$ cat src/hw/rtl/drq_pkg.sv
package drq_pkg;

  localparam int unsigned DepthDefault = 32;
  localparam int unsigned NumRequestersDefault = 8;
  localparam int unsigned KeyBitsDefault = 32;
  localparam int unsigned TimeBitsDefault = 48;
  localparam int unsigned CfgBits = 6;
  localparam logic [CfgBits-1:0] PruneMinReset = CfgBits'(20);

  typedef enum logic [1:0] {
    OP_ADD   = 2'd0,
    OP_POP   = 2'd1,
    OP_PRUNE = 2'd2,
    OP_CLEAR = 2'd3
  } op_e;

  typedef enum logic [2:0] {
    S_IDLE,
    S_FIND,
    S_INSERT,
    S_POP,
    S_PRUNE,
    S_CLEAR
  } state_e;

  typedef enum logic [1:0] {
    MODE_HOLD,
    MODE_FIND,
    MODE_INSERT,
    MODE_REMOVE
  } mode_e;

  typedef enum logic [1:0] {
    PRED_ALL,
    PRED_POP,
    PRED_CLEAR
  } pred_e;

  typedef struct packed {
    mode_e mode;
    pred_e pred;
  } ctl_t;

endpackage

$ cat src/hw/rtl/drq_cell.sv
module drq_cell #(
  parameter int unsigned KEY_BITS = 32,
  parameter int unsigned TIME_BITS = 48,
  parameter int unsigned REQ_BITS = 3
) (
  input  logic                    clk_i,
  input  logic                    rst_ni,
  input  drq_pkg::ctl_t           ctl_i,
  input  logic [KEY_BITS-1:0]     key_i,
  input  logic [TIME_BITS-1:0]    time_i,
  input  logic [REQ_BITS-1:0]     new_req_i,
  input  logic [REQ_BITS-1:0]     clr_req_i,
  input  logic [(1<<REQ_BITS)-1:0] excl_i,
  input  logic                    prev_valid_i,
  input  logic [KEY_BITS-1:0]     prev_key_i,
  input  logic [TIME_BITS-1:0]    prev_dl_i,
  input  logic [REQ_BITS-1:0]     prev_req_i,
  input  logic                    prev_before_i,
  input  logic                    next_valid_i,
  input  logic [KEY_BITS-1:0]     next_key_i,
  input  logic [TIME_BITS-1:0]    next_dl_i,
  input  logic [REQ_BITS-1:0]     next_req_i,
  input  logic                    mc_i,
  input  logic                    rm_i,
  output logic                    valid_o,
  output logic [KEY_BITS-1:0]     key_o,
  output logic [TIME_BITS-1:0]    dl_o,
  output logic [REQ_BITS-1:0]     req_o,
  output logic                    before_o,
  output logic                    mc_o,
  output logic                    rm_o,
  output logic                    first_o,
  output logic                    match_o,
  output logic                    stale_o
);
  import drq_pkg::*;

  logic                 valid_q, valid_d, match_q, match_d;
  logic [KEY_BITS-1:0]  key_q, key_d;
  logic [TIME_BITS-1:0] dl_q, dl_d;
  logic [REQ_BITS-1:0]  req_q, req_d;
  logic                 sel;

  assign match_o  = valid_q && (key_q == key_i);
  assign stale_o  = valid_q && (dl_q < time_i);
  assign before_o = !valid_q || (time_i < dl_q) ||
                    ((time_i == dl_q) && ((new_req_i < req_q) ||
                     ((new_req_i == req_q) && (key_i < key_q))));
  assign mc_o = mc_i || match_q;

  always_comb begin
    case (ctl_i.pred)
      PRED_POP:   sel = valid_q && !excl_i[req_q];
      PRED_CLEAR: sel = valid_q && (req_q == clr_req_i);
      default:    sel = valid_q;
    endcase
  end

  assign rm_o    = rm_i || sel;
  assign first_o = sel && !rm_i;

  always_comb begin
    valid_d = valid_q;
    key_d   = key_q;
    dl_d    = dl_q;
    req_d   = req_q;
    match_d = match_q;
    unique case (ctl_i.mode)
      MODE_FIND: match_d = match_o;
      MODE_INSERT: begin
        if (before_o && !prev_before_i) begin
          valid_d = 1'b1;
          key_d   = key_i;
          dl_d    = time_i;
          req_d   = new_req_i;
        end else if (prev_before_i && !mc_i) begin
          valid_d = prev_valid_i;
          key_d   = prev_key_i;
          dl_d    = prev_dl_i;
          req_d   = prev_req_i;
        end
      end
      MODE_REMOVE: begin
        if (rm_o) begin
          valid_d = next_valid_i;
          key_d   = next_key_i;
          dl_d    = next_dl_i;
          req_d   = next_req_i;
        end
      end
      default: ;
    endcase
  end

  always_ff @(posedge clk_i or negedge rst_ni) begin
    if (!rst_ni) begin
      valid_q <= 1'b0;
      match_q <= 1'b0;
    end else begin
      valid_q <= valid_d;
      match_q <= match_d;
    end
  end

  always_ff @(posedge clk_i) begin
    key_q <= key_d;
    dl_q  <= dl_d;
    req_q <= req_d;
  end

  assign valid_o = valid_q;
  assign key_o   = key_q;
  assign dl_o    = dl_q;
  assign req_o   = req_q;

endmodule

$ cat config.mk
export PLATFORM = sky130hd
export DESIGN_NAME = drq_cell
export DESIGN_NICKNAME = d
export VERILOG_FILES = /design/src/hw/rtl/drq_pkg.sv /design/src/hw/rtl/drq_cell.sv
export SDC_FILE = /design/constraint.sdc
export NUM_CORES = 1
export LEC_CHECK = 0
export ABC_AREA = 0
export BUFFER_PORTS_ARGS = -buffer_cell sky130_fd_sc_hd__buf_2
export CORE_AREA = 5 5 137 139
export CTS_BUF_LIST = sky130_fd_sc_hd__clkbuf_16
export DETAILED_ROUTE_END_ITERATION = 6
export DIE_AREA = 0 0 142 144
export HOLD_SLACK_MARGIN = 0.15
export PLACE_DENSITY = 0.82
export RECOVER_POWER = 50
export SYNTH_ARGS = -nofsm -noshare
export SYNTH_HDL_FRONTEND = slang
export SYNTH_SLANG_ARGS = --single-unit
export TNS_END_PERCENT = 1
$ cat constraint.sdc
create_clock -name clk_i -period 20.3 [get_ports clk_i]
set_clock_uncertainty 0.15 [all_clocks]
set_input_delay 4.06 -clock clk_i [delete_from_list [all_inputs] [get_ports clk_i]]
set_output_delay 4.06 -clock clk_i [all_outputs]
set_load 0.1 [all_outputs]
## After elaboration in Yosys (flattened, before gate mapping)

Index checks and enable logic that the tools add are counted.

| storage, ports and cells | value |
|---|---|
| flip-flop bits (word level) | 85 |
| bits in latches | 0 |
| bits in writable memories | 0 |
| bits in read-only memories | 0 |
| input port bits | 271 |
| output and inout port bits | 90 |
| logic and storage cells | 61 |
| memories kept | 0 |

| operators by class | value |
|---|---|
| $add $sub $neg | 0 |
| $mul | 0 |
| div/mod/pow operators | 0 |
| magnitude comparators | 5 |
| equality and inequality tests | 11 |
| shift operators | 0 |
| multiplexer cells | 19 |
| bitwise operators | 0 |
| reductions and logical operators | 21 |

Operators with widths:

| kind | number |
|---|---|
| $mux W48 | 3 |
| $lt A48 B48 Y1 | 2 |
| $mux W32 | 3 |
| $pmux W48 S2 | 1 |
| $pmux W32 S2 | 1 |
| $eq A48 B48 Y1 | 1 |
| $eq A32 B32 Y1 | 1 |
| $lt A32 B32 Y1 | 1 |
| $logic_and A1 B1 Y1 | 9 |
| $mux W3 | 3 |
| $eq A2 B2 Y1 const B | 3 |
| $eq A3 B3 Y1 | 2 |
| $pmux W3 S2 | 1 |
| $logic_not A1 Y1 | 5 |
| $logic_or A1 B1 Y1 | 5 |
| $eq A2 B1 Y1 const B | 2 |
| $lt A3 B4 Y1 const B | 1 |
| $mux W1 | 4 |
| $pmux W1 S2 | 2 |
| $bmux W1 S3 | 1 |
| $lt A3 B3 Y1 | 1 |
| $ne A3 B3 Y1 const B | 1 |
| $reduce_and A3 Y1 | 1 |
| $ne A2 B2 Y1 const B | 1 |
| $reduce_bool A2 Y1 | 1 |

## Longest topological paths before layout

Gate-level depths: netlist (run 1).

| depth | value |
|---|---|
| depth in word-level cells | 8 |
| gate-level depth with buffers | 11 |
| gate-level depth less buffers | 9 |

## Worst setup path before layout (run 1)

Ideal clock, no wire load.

| path | value |
|---|---|
| path type | input-to-output |
| start | input key_i[1] |
| end | output before_o |
| arrival time | 7.633 ns |
| data required time | 16.090 ns |
| path slack | 8.457 ns |
| cell stages on the path | 9 |
| path buffers | 2 |
| cells stage by stage | ha_1 -> nor2b_1 -> o211ai_1 -> a21oi_1 -> o31ai_1 -> a41oi_2 -> buf_4 -> buf_2 -> o21ai_0 |

| on the way | value |
|---|---|
| longest elaborated chain between the ends | 5 |

Ends and longest elaborated chain:

| element | RTL line | text |
|---|---|---|
| start: declaration | drq_cell.sv:9 | `input logic [KEY_BITS-1:0] key_i,` |
| $lt A32 B32 Y1 | drq_cell.sv:48 | `((new_req_i == req_q) && (key_i < key_q))));` |
| $logic_and A1 B1 Y1 | drq_cell.sv:48 |  |
| $logic_or A1 B1 Y1 | drq_cell.sv:47 | `((time_i == dl_q) && ((new_req_i < req_q) \|\|` |
| $logic_and A1 B1 Y1 | drq_cell.sv:47 |  |
| $logic_or A1 B1 Y1 | drq_cell.sv:46 | `assign before_o = !valid_q \|\| (time_i < dl_q) \|\|` |
| end: declaration | drq_cell.sv:29 | `output logic before_o,` |

Every way passes these cells.

## Worst setup path in the final report (run 1)

| path | value |
|---|---|
| start | input time_i[43] |
| end | output before_o |

| on the way | value |
|---|---|
| longest elaborated chain between the ends | 3 |
| elaborated cells between the ends (all ways) | 5 |
| classes of those cells | 1 x order compare; 1 x eq/ne; 3 x reduce/logical |

Ends and longest elaborated chain:

| element | RTL line | text |
|---|---|---|
| start: declaration | drq_cell.sv:10 | `input logic [TIME_BITS-1:0] time_i,` |
| $lt A48 B48 Y1 or $eq A48 B48 Y1 (tied branches) | drq_cell.sv:46, drq_cell.sv:47 |  |
| $logic_or A1 B1 Y1 or $logic_and A1 B1 Y1 (tied branches) | drq_cell.sv:46, drq_cell.sv:47 |  |
| $logic_or A1 B1 Y1 * | drq_cell.sv:46 |  |

Every way passes the cells marked *; elsewhere a longest branch is shown, timed or not.

==> run_results.csv, run 1 <==
group,metric,value,unit
worst_setup_path,crit_required,16.09,ns
clock_network,post_cts_buffers,0,
timing,tightest_slew,3.541,ns
cells_and_area,fin_nets,1657,
timing,slew_violations,86,
floorplan,ios,361,
worst_setup_path,path_cells,"clkbuf_1 > ha_1 > nand4_1 > nor4_1 > nand4_1 > a31oi_2 > a221o_2 > o21ai_0 > buf_2",
clock_network,htreeDepth,3,
clock_network,clock-root-buffer,"clkbuf_16",
floorplan,die_h,144,µm
synthesis,synth_ff_type,"edfxtp_1",
clock_network,clockBufferDepth,2,
timing,setup_viol,0,
timing,slew-limit-headroom,-1.361,
power,swShare,0.4789,
global_routing,grt_use_total,0.3064,
clock_network,numCtsBuffers,9,
clock_network,cts.hold.buffers_added,0,
timing,fmax,0.08766,GHz
power,ir_drop,0.04221,mV
cells_and_area,multiInputGateArea,5124,µm²
cells_and_area,layout.cells.non_filler,1544,
cells_and_area,filler_cell_count,1641,
clock_network,clock-sinks,85,
worst_setup_path,crit_fanout,32,
cells_and_area,drive_gt1_frac,0.2374,
power,p_leak,5.059,nW
synthesis,ys_seq_area_frac,0.3005,
cells_and_area,syn_to_final_growth,23.00,%
run,drv_cap,1,
cells_and_area,regArea,2542,µm²
worst_setup_path,end_kind,"output port",
worst_setup_path,crit_buf_inv,2,
global_routing,antenna_found_initial,7,
floorplan,dieArea,20450,µm²
timing,tns,0,ns
clock_network,clkSlewWorstSetupHoldPaths,0.06,ns
place,io_buffers,360,
power,p_per_area,80.36,nW/µm²
worst_setup_path,critPathTopFamily,"simple AND/OR/NAND/NOR gates",
floorplan,initial_core_util,0.4825,
timing,hold_viol_final,0,
worst_setup_path,critPathLaunch,"time_i[43]",
floorplan,core.rowCount,49,
drt,routedWlPerCell,21.60,µm
worst_setup_path,r2r_end,"dl_o[7]",
drt,vias,9883,
global_routing,grt_pass1_vias,9370,
worst_setup_path,r2r-start,"dl_o[42]",
drt,ant_nets,0,
synthesis,synthDistinctLibCells,49,
drt,wirelength,33340,µm
worst_setup_path,worst-endpoint-arrival,7.20,ns
place,place_congestion,0.9126,
run_status,status,"finished with violations",
place,dp_hpwl,22700,µm
worst_setup_path,critPathLaunchType,"primary input",
global_routing,overflow,0,
synthesis,synth_cells,1023,
worst_setup_path,cp_slowest_stage_delay,0.84,ns
power,power_switching,0.4004,mW
synthesis,async_reset_ff_frac,0.02353,
timing,rsz0062_at_grt,"no",
worst_setup_path,r2r_setup_slack,13.24,ns
synthesis,syn_area_per_cell,8.270,µm²
power,clockPowerShare,0.231,
worst_setup_path,crit_cells,9,
worst_setup_path,crit_end,"before_o",
synthesis,synth_warnings,0,
power,power_frac_comb,0.477,
place,dp.cells,1520,
drt,route.detailed.drc,0,
synthesis,synth_edf_count,83,
drt,firstDrtPassIters,5,
worst_setup_path,critPathKind,"primary input to output port",
power,intPower,0.4358,mW
power,p_total,0.8362,mW
worst_setup_path,cpMostUsedCell,"nand4_1",
floorplan,core,17530,µm²
power,sequentialPowerShare,0.292,
synthesis,syn_area,8461,µm²
drt,drt_iter0_drc,1154,
min_path,min_from,"match_q",
worst_setup_path,cp_slowest_cell,"nor4_1",
timing,min_period,11.41,ns
min_path,worstHoldPathType,"register to register",
clock_network,cts_resized,0,
synthesis,synth_nets,1378,
run_status,violations,"max-capacitance violations, max-slew violations",
clock_network,cts_tree,"built",
global_routing,grt_pass1_wl,50230,µm
clock_network,clock_latency,0.35,ns
floorplan,die_w,142,µm
worst_setup_path,reg2regPathDepth,10,
drt,viasPerCell,6.401,
synthesis,ys_seq_elements,85,
global_routing,grt_max_degree,127,
timing,min_period_over_period,0.5620,
==> worst reg2reg max path, stage by stage (launching register included) <==
cell and delay (ns):
edfxtp_1 0.40, inv_1 0.07, ha_1 0.31, nand4_1 0.17, nor4_1 0.84, and4_1 0.42, and3_1 0.18, a32o_1 2.59
o31ai_1 0.37, o21ai_4 0.16, buf_4 0.95
==> per-layer routing <==
layer  share of wire  up-vias  GRT usage
met5         0.00039        -          0
met4           0.054        2     0.1687
met3            0.12      122    0.06184
met2            0.45      738     0.4758
met1            0.38     4523     0.4013
li1                -     4498          -
==> kinds of logic after synthesis <==
| logic type | Yosys count | share of synthesized area |
|---|---|---|
| muxes | 4 | 0.007837 |
| DFF | 85 | 0.3005 |
| adders and majority gates | 84 | 0.1242 |
| AOI/OAI and AO/OA | 330 | 0.2464 |
| xor gates and xnor gates | 2 | 0.002071 |
| and+or+nand+nor | 326 | 0.2218 |
| buffers and inverters | 192 | 0.09716 |
==> cell usage after synthesis, drive strengths merged (2+ instances only) <==
library cell / n / share of area
a21boi: 2 / 0.0018
a21o: 8 / 0.0071
a21oi: 120 / 0.071
a221oi: 4 / 0.0056
and2: 3 / 0.0022
and3: 165 / 0.12
buf: 27 / 0.024
clkbuf: 74 / 0.033
dfrtp: 2 / 0.0059
edfxtp: 83 / 0.29
ha: 84 / 0.12
inv: 90 / 0.040
mux4: 2 / 0.0053
nand2: 18 / 0.0080
nand2b: 2 / 0.0015
nand3: 90 / 0.053
nand4: 21 / 0.016
nor2: 8 / 0.0035
nor2b: 3 / 0.0022
nor3: 9 / 0.0053
nor4: 3 / 0.0040
o2111ai: 83 / 0.086
o211ai: 4 / 0.0035
o21ai: 96 / 0.057
o221ai: 2 / 0.0021
o31ai: 3 / 0.0027
xnor2: 2 / 0.0021
==> flip-flops by register name, summed over array words and instances, names as in the netlist <==
name and count:
req_o 3, key_o 32, dl_o 48, match_q 1, valid_o 1
==> power by group through the flow <==
stage	logic (mW)	registers [mW]	clock network, mW
floorplan	0.159	0.393	0
global placement	0.396	0.246	0
detailed placement	0.402	0.246	0
CTS	0.404	0.243	0.194
global route	0.425	0.246	0.199
finish	0.399	0.244	0.193
==> through the flow <==
step                  util  worst slack (ns)  hold WS [ns]  area, µm²
detailed placement  0.5811             9.296        0.3423      10190
global placement    0.5811             9.402        0.3323      10190
global route        0.5929             8.628        0.3894      10400
floorplan                -             8.457        0.3220       8461
CTS                 0.5998             9.267        0.3564      10520
finish              0.5935             8.892        0.3538      10410
==> placed cells by master (no fill, tap or decap), drive strengths merged, types with 4 or more instances in the layout <==
cell type,netlist,final
buf,27,283
and3,165,165
a21oi,120,120
o21ai,96,96
clkbuf,74,95
inv,90,91
nand3,90,90
ha,84,84
o2111ai,83,83
edfxtp,83,83
nand4,21,21
nand2,18,18
diode,0,9
nor3,9,9
nor2,8,8
a21o,8,8
o211ai,4,4
a221oi,4,4
==> how the worst min path moves through the flow <==
stage                     slack, ns      end  depth (start not counted)
final                          0.35  match_q                          1
after global placement         0.33  match_q                          1
after floorplan                0.32  match_q                          1
after CTS                      0.36  match_q                          1
after global routing           0.39  match_q                          1
after detailed placement       0.34  match_q                          1
==> area by class of cell <==
class / instances / share of cell area
sequential: 85 / 0.2443
timing repair buffer: 369 / 0.1693
multi-input combinational: 746 / 0.4924
clock buffer: 9 / 0.02164
inverter: 91 / 0.03282
antenna: 9 / 0.002164
tap: 229 / 0.02753
clock inverter: 6 / 0.009859
No activity file was read; power rests on OpenSTA's default activity.
==> run 2: changes to the inputs <==
ABC_AREA = 1   (was 0)
CORE_AREA = 5 5 138 140   (was 5 5 137 139)
DIE_AREA = 0 0 143 145   (was 0 0 142 144)
PLACE_DENSITY = 0.73   (was 0.82)
clock period = 11.1 ns   (was 20.3 ns; I/O delays follow)
==> run_results.csv, run 2 <==
group,metric,value,unit
place,io_buffers,360,
floorplan,core.rowCount,49,
synthesis,yosysMostFrequentCell,"nand2_1",
cells_and_area,layout.cells.non_filler,1609,
place,dp.cells,1595,
clock_network,post_cts_buffers,0,
cells_and_area,final_cell_mix,"344 x nand2_1, 274 x buf_2, 194 x inv_1",
cells_and_area,syn_to_final_growth,28.80,%
floorplan,core,17720,µm²
drt,viasPerCell,4.694,
clock_network,cts_tree,"built",
cells_and_area,final_area,9300,µm²
power,ir_drop,0.1012,mV
power,power_switching,0.5850,mW
place,post-place-ws,4.428,ns
timing,tightest_slew,1.241,ns
synthesis,synth_warnings,0,
clock_network,numCtsBuffers,9,
timing,setup_ws,4.409,ns
run,drv_cap,0,
power,p_per_area,138.3,nW/µm²
timing,fmax,0.1495,GHz
global_routing,antenna_found_initial,0,
synthesis,syn_area,7221,µm²
timing,min_period_over_period,0.6028,
synthesis,syn_area_per_cell,6.956,µm²
power,sequentialPowerShare,0.327,
timing,tns,0,ns
worst_setup_path,worst-endpoint-arrival,4.32,ns
min_path,hold-path-cell-count,2,
clock_network,clkSlewWorstSetupHoldPaths,0.06,ns
timing,setup_viol,0,
synthesis,synth_cells,1038,
worst_setup_path,path_cells,"buf_2 > ha_1 > nand2_1 > nor2_1 > nand4_1 > nor2_1 > nand2_1 > a21oi_1 > nor2_1 > nor3_1 > buf_2",
place,place_congestion,0.9062,
min_path,worstHoldPathType,"register to register",
worst_setup_path,crit_fanout,2,
timing,rsz0062_at_grt,"no",
floorplan,dieArea,20740,µm²
worst_setup_path,cp_slowest_stage_delay,0.50,ns
run_status,status,"finished clean",
drt,ant_nets,0,
synthesis,synthTopCellsByArea,"edfxtp_1 35%, nand2_1 18%, ha_1 15%, inv_1 10%, nor2_1 6.5%",
power,intPower,0.7014,mW
global_routing,grt_use_total,0.2192,
power,swShare,0.4548,
global_routing,overflow,0,
global_routing,grt_pass1_vias,7425,
global_routing,grt_max_degree,170,
synthesis,synthTopCellsByCount,"344 x nand2_1, 195 x inv_1, 125 x nor2_1",
synthesis,ys_seq_elements,85,
place,dp_hpwl,18610,µm
worst_setup_path,end_kind,"output port",
drt,vias,7552,
power,clockPowerShare,0.233,
synthesis,ys_seq_area_frac,0.3521,
cells_and_area,antennaDiodeCount,0,
timing,hold_viol_final,0,
clock_network,clock-root-buffer,"clkbuf_16",
cells_and_area,layout_commonest_cell,"nand2_1",
worst_setup_path,critPathLaunchType,"primary input",
drt,firstDrtPassIters,6,
worst_setup_path,cp_slowest_cell,"buf_2",
worst_setup_path,reg2regPathDepth,13,
clock_network,htreeDepth,3,
cells_and_area,drive_gt1_frac,0.2152,
synthesis,synth_nets,1393,
synthesis,synth_ff_type,"edfxtp_1",
clock_network,clock-sinks,85,
timing,slew_violations,0,
floorplan,ios,361,
floorplan,initial_core_util,0.4075,
cells_and_area,fin_nets,1732,
power,power_frac_comb,0.440,
worst_setup_path,crit_required,8.73,ns
clock_network,cts.hold.buffers_added,0,
synthesis,synthDistinctLibCells,27,
power,p_total,1.286,mW
timing,min_period,6.691,ns
timing,slew-limit-headroom,0.1760,
drt,drt_iter0_drc,426,
drt,routedWlPerCell,14.73,µm
clock_network,clock_latency,0.34,ns
global_routing,grt_pass1_wl,36560,µm
worst_setup_path,critPathKind,"primary input to output port",
synthesis,synth_edf_count,83,
synthesis,async_reset_ff_frac,0.02353,
synthesis,yosys.area.top_type,"edfxtp_1",
floorplan,die_h,145,µm
drt,route.detailed.drc,0,
cells_and_area,largest_reg_flops,48,
place,postPlaceCellArea,9131,µm²
floorplan,die_w,143,µm
worst_setup_path,cpMostUsedCell,"nor2_1",
drt,wirelength,23700,µm
synthesis,synth_top_area_share,0.3452,
power,p_leak,5.217,nW
clock_network,clockBufferDepth,2,
clock_network,cts_resized,0,
## run 2: final timing paths
check | from | end | slack [ns]
max in group asynchronous | rst_ni | valid_o | 9.17
min reg2reg | match_q | match_q | 0.32
max reg2reg | dl_o[39] | dl_o[38] | 7.09
max | time_i[39] | stale_o | 4.41
min in group asynchronous | rst_ni | match_q | 1.51
min | match_q | match_q | 0.32
## run 2: logic make-up (layout without fill, tap and decap cells)
group,after synthesis,after routing,share of synthesized area
and+or+nand+nor,489,489,0.2604
buffers and inverters,231,573,0.1339
AOI/OAI and AO/OA,146,146,0.1043
DFF,85,85,0.3521
adders and majority gates,84,84,0.1456
xor gates and xnor gates,3,3,0.003640
## run 2: critical path, delay by kind of cell
kind / cells / cell delay [ns]
compound gates: 1 / 0.14
buf+inv: 2 / 0.61
fa+ha+maj: 1 / 0.29
simple gates: 7 / 1.07
## run 2: area by class of cell
cell class,instances,area (µm²)
fillers,1818,8418
multi-input cells,722,3736
flip-flops and latches,85,2542
repair buffers,364,1724
inverters,195,732.0
well taps,229,286.5
clock buffers,9,225.2
clock inverters,5,53.80
## run 2: power by group through the flow
| stage | sequential [mW] | clock [mW] | combinational (mW) |
|---|---|---|---|
| after floorplan | 0.654 | 0 | 0.219 |
| final | 0.421 | 0.300 | 0.566 |
| after global placement | 0.425 | 0 | 0.572 |
| after global routing | 0.425 | 0.319 | 0.615 |
| after CTS | 0.420 | 0.306 | 0.582 |
| after detailed placement | 0.426 | 0 | 0.580 |
## run 2: per-stage QoR
step	utilization	hold slack, ns
finish	0.5249	0.3242
global route	0.5249	0.3751
floorplan	-	0.2936
global placement	0.5154	0.3106
CTS	0.5311	0.3254
detailed placement	0.5154	0.3104
## run 2: metal layers
layer	global-route usage	routed length [µm]
met1	0.2703	9472
met2	0.3816	11750
met3	0.03554	1777
met4	0.08222	702
met5	0	0
==> run 3: changes to the inputs <==
clock period = 6.4 ns   (was 11.1 ns; I/O delays follow)
==> run_results.csv, run 3 (same netlist as run 2, synthesis figures left out) <==
group,metric,value,unit
clock_network,numCtsBuffers,9,
floorplan,dieArea,20740,µm²
cells_and_area,final_core_util,0.5269,
drt,firstDrtPassIters,5,
drt,route.detailed.drc,0,
worst_setup_path,critPathKind,"primary input to output port",
run,drv_cap,0,
worst_setup_path,cpMostUsedCell,"nor2_1",
run_status,status,"finished clean",
clock_network,cts.hold.buffers_added,0,
place,dp_hpwl,18640,µm
timing,hold_viol_final,0,
clock_network,post_cts_buffers,0,
cells_and_area,largest_reg_flops,48,
clock_network,clock-sinks,85,
power,p_per_area,244.0,nW/µm²
worst_setup_path,end_kind,"output port",
cells_and_area,final_area,9336,µm²
clock_network,clockBufferDepth,2,
timing,fmax,0.2092,GHz
place,post-place-ws,1.658,ns
cells_and_area,syn_to_final_growth,29.30,%
cells_and_area,drive_gt1_frac,0.2145,
min_path,worstHoldPathType,"register to register",
floorplan,initial_core_util,0.4075,
clock_network,clock_latency,0.34,ns
place,dp.cells,1595,
drt,ant_nets,0,
global_routing,grt_max_degree,131,
global_routing,grt_pass1_vias,7520,
clock_network,cts_tree,"built",
clock_network,clkSlewWorstSetupHoldPaths,0.06,ns
worst_setup_path,critPathLaunchType,"primary input",
global_routing,antenna_found_initial,2,
cells_and_area,layout.cells.non_filler,1610,
worst_setup_path,cp_slowest_stage_delay,0.50,ns
global_routing,grt_pass1_wl,37030,µm
worst_setup_path,path_cells,"buf_2 > ha_1 > nand2_1 > nor2_1 > nand4_1 > nor2_1 > nand2_1 > a21oi_1 > nor2_1 > nor3_1 > buf_2",
cells_and_area,final_cell_mix,"344 x nand2_1, 272 x buf_2, 194 x inv_1",
drt,wirelength,23750,µm
cells_and_area,layout_commonest_cell,"nand2_1",
floorplan,die_w,143,µm
clock_network,htreeDepth,3,
worst_setup_path,critPathTopFamily,"simple AND/OR/NAND/NOR gates",
timing,min_period,4.779,ns
clock_network,clock-root-buffer,"clkbuf_16",
power,p_leak,5.232,nW
timing,tns,0,ns
place,postPlaceCellArea,9144,µm²
drt,viasPerCell,4.770,
timing,min_period_over_period,0.7468,
place,io_buffers,360,
global_routing,grt_use_total,0.2218,
place,place_congestion,0.9443,
power,ir_drop,0.1423,mV
timing,setup_ws,1.621,ns
worst_setup_path,crit_buf_inv,2,
cells_and_area,fin_nets,1732,
timing,slew_violations,0,
floorplan,core.rowCount,49,
timing,slew-limit-headroom,0.1621,
worst_setup_path,cp_slowest_cell,"buf_2",
worst_setup_path,crit_fanout,2,
timing,setup_viol,0,
drt,drt_iter0_drc,460,
floorplan,die_h,145,µm
floorplan,ios,361,
worst_setup_path,worst-endpoint-arrival,3.35,ns
timing,tightest_slew,1.262,ns
clock_network,cts_resized,0,
drt,vias,7679,
drt,routedWlPerCell,14.75,µm
worst_setup_path,crit_required,4.97,ns
floorplan,core,17720,µm²
global_routing,overflow,0,
timing,rsz0062_at_grt,"no",
run 3: cell count changes in the layout (fill, tap and decap cells not counted):
cell	delta
clkbuf_1	+2
buf_4	-1
bufinv_16	+1
o21ai_1	+4
clkinvlp_4	-1
clkinv_2	+1
buf_12	+1
clkinv_1	-1
o21ai_0	-4
diode_2	+1
buf_2	-2
run 3: report_power, final:
group          internal (mW)  switching, mW  total [mW]
registers              0.695         0.0353       0.730
logic                  0.224          0.759       0.983
clock network          0.337          0.229       0.565
run 3: final timing paths:
kind	start	end	slack [ns]	depth (start not counted)
max reg2reg	dl_o[39]	key_o[13]	2.75	16
min in group asynchronous	rst_ni	match_q	0.56	1
max	time_i[47]	stale_o	1.62	11
min reg2reg	match_q	match_q	0.33	2
max in group asynchronous	rst_ni	valid_o	5.41	1
min	match_q	match_q	0.33	2
run 3: cell type report:
type | count | area, µm²
inverter | 195 | 732.0
fill | 1834 | 8382
timing repair buffer | 364 | 1734
clock buffer | 9 | 225.2
multi-input combinational | 722 | 3736
clock inverter | 5 | 77.57
sequential | 85 | 2542
antenna | 1 | 2.502
tap | 229 | 286.5
run 3: worst reg2reg max path, delay by kind of cell, from the launching register on:
| family | cells | cell delay, ns |
|---|---|---|
| simple gates | 11 | 1.79 |
| buf+inv | 2 | 0.55 |
| flops | 1 | 0.38 |
| fa+ha+maj | 1 | 0.28 |
| compound gates | 2 | 0.22 |
run 3: through the flow:
step	power [mW]	hold slack, ns
finish	2.278	0.3287
global route	2.403	0.3731
CTS	2.313	0.3359
detailed placement	1.746	0.3204
global placement	1.730	0.3089
floorplan	1.511	0.2936
run 3: routing by layer:
layer,part of all wire,routed length [µm],vias up,track usage
li1,-,-,3918,-
met4,0.030,716,2,0.08888
met5,0.00029,7,-,0
met2,0.49,11660,285,0.3846
met1,0.41,9682,3424,0.2721
met3,0.071,1689,50,0.03653
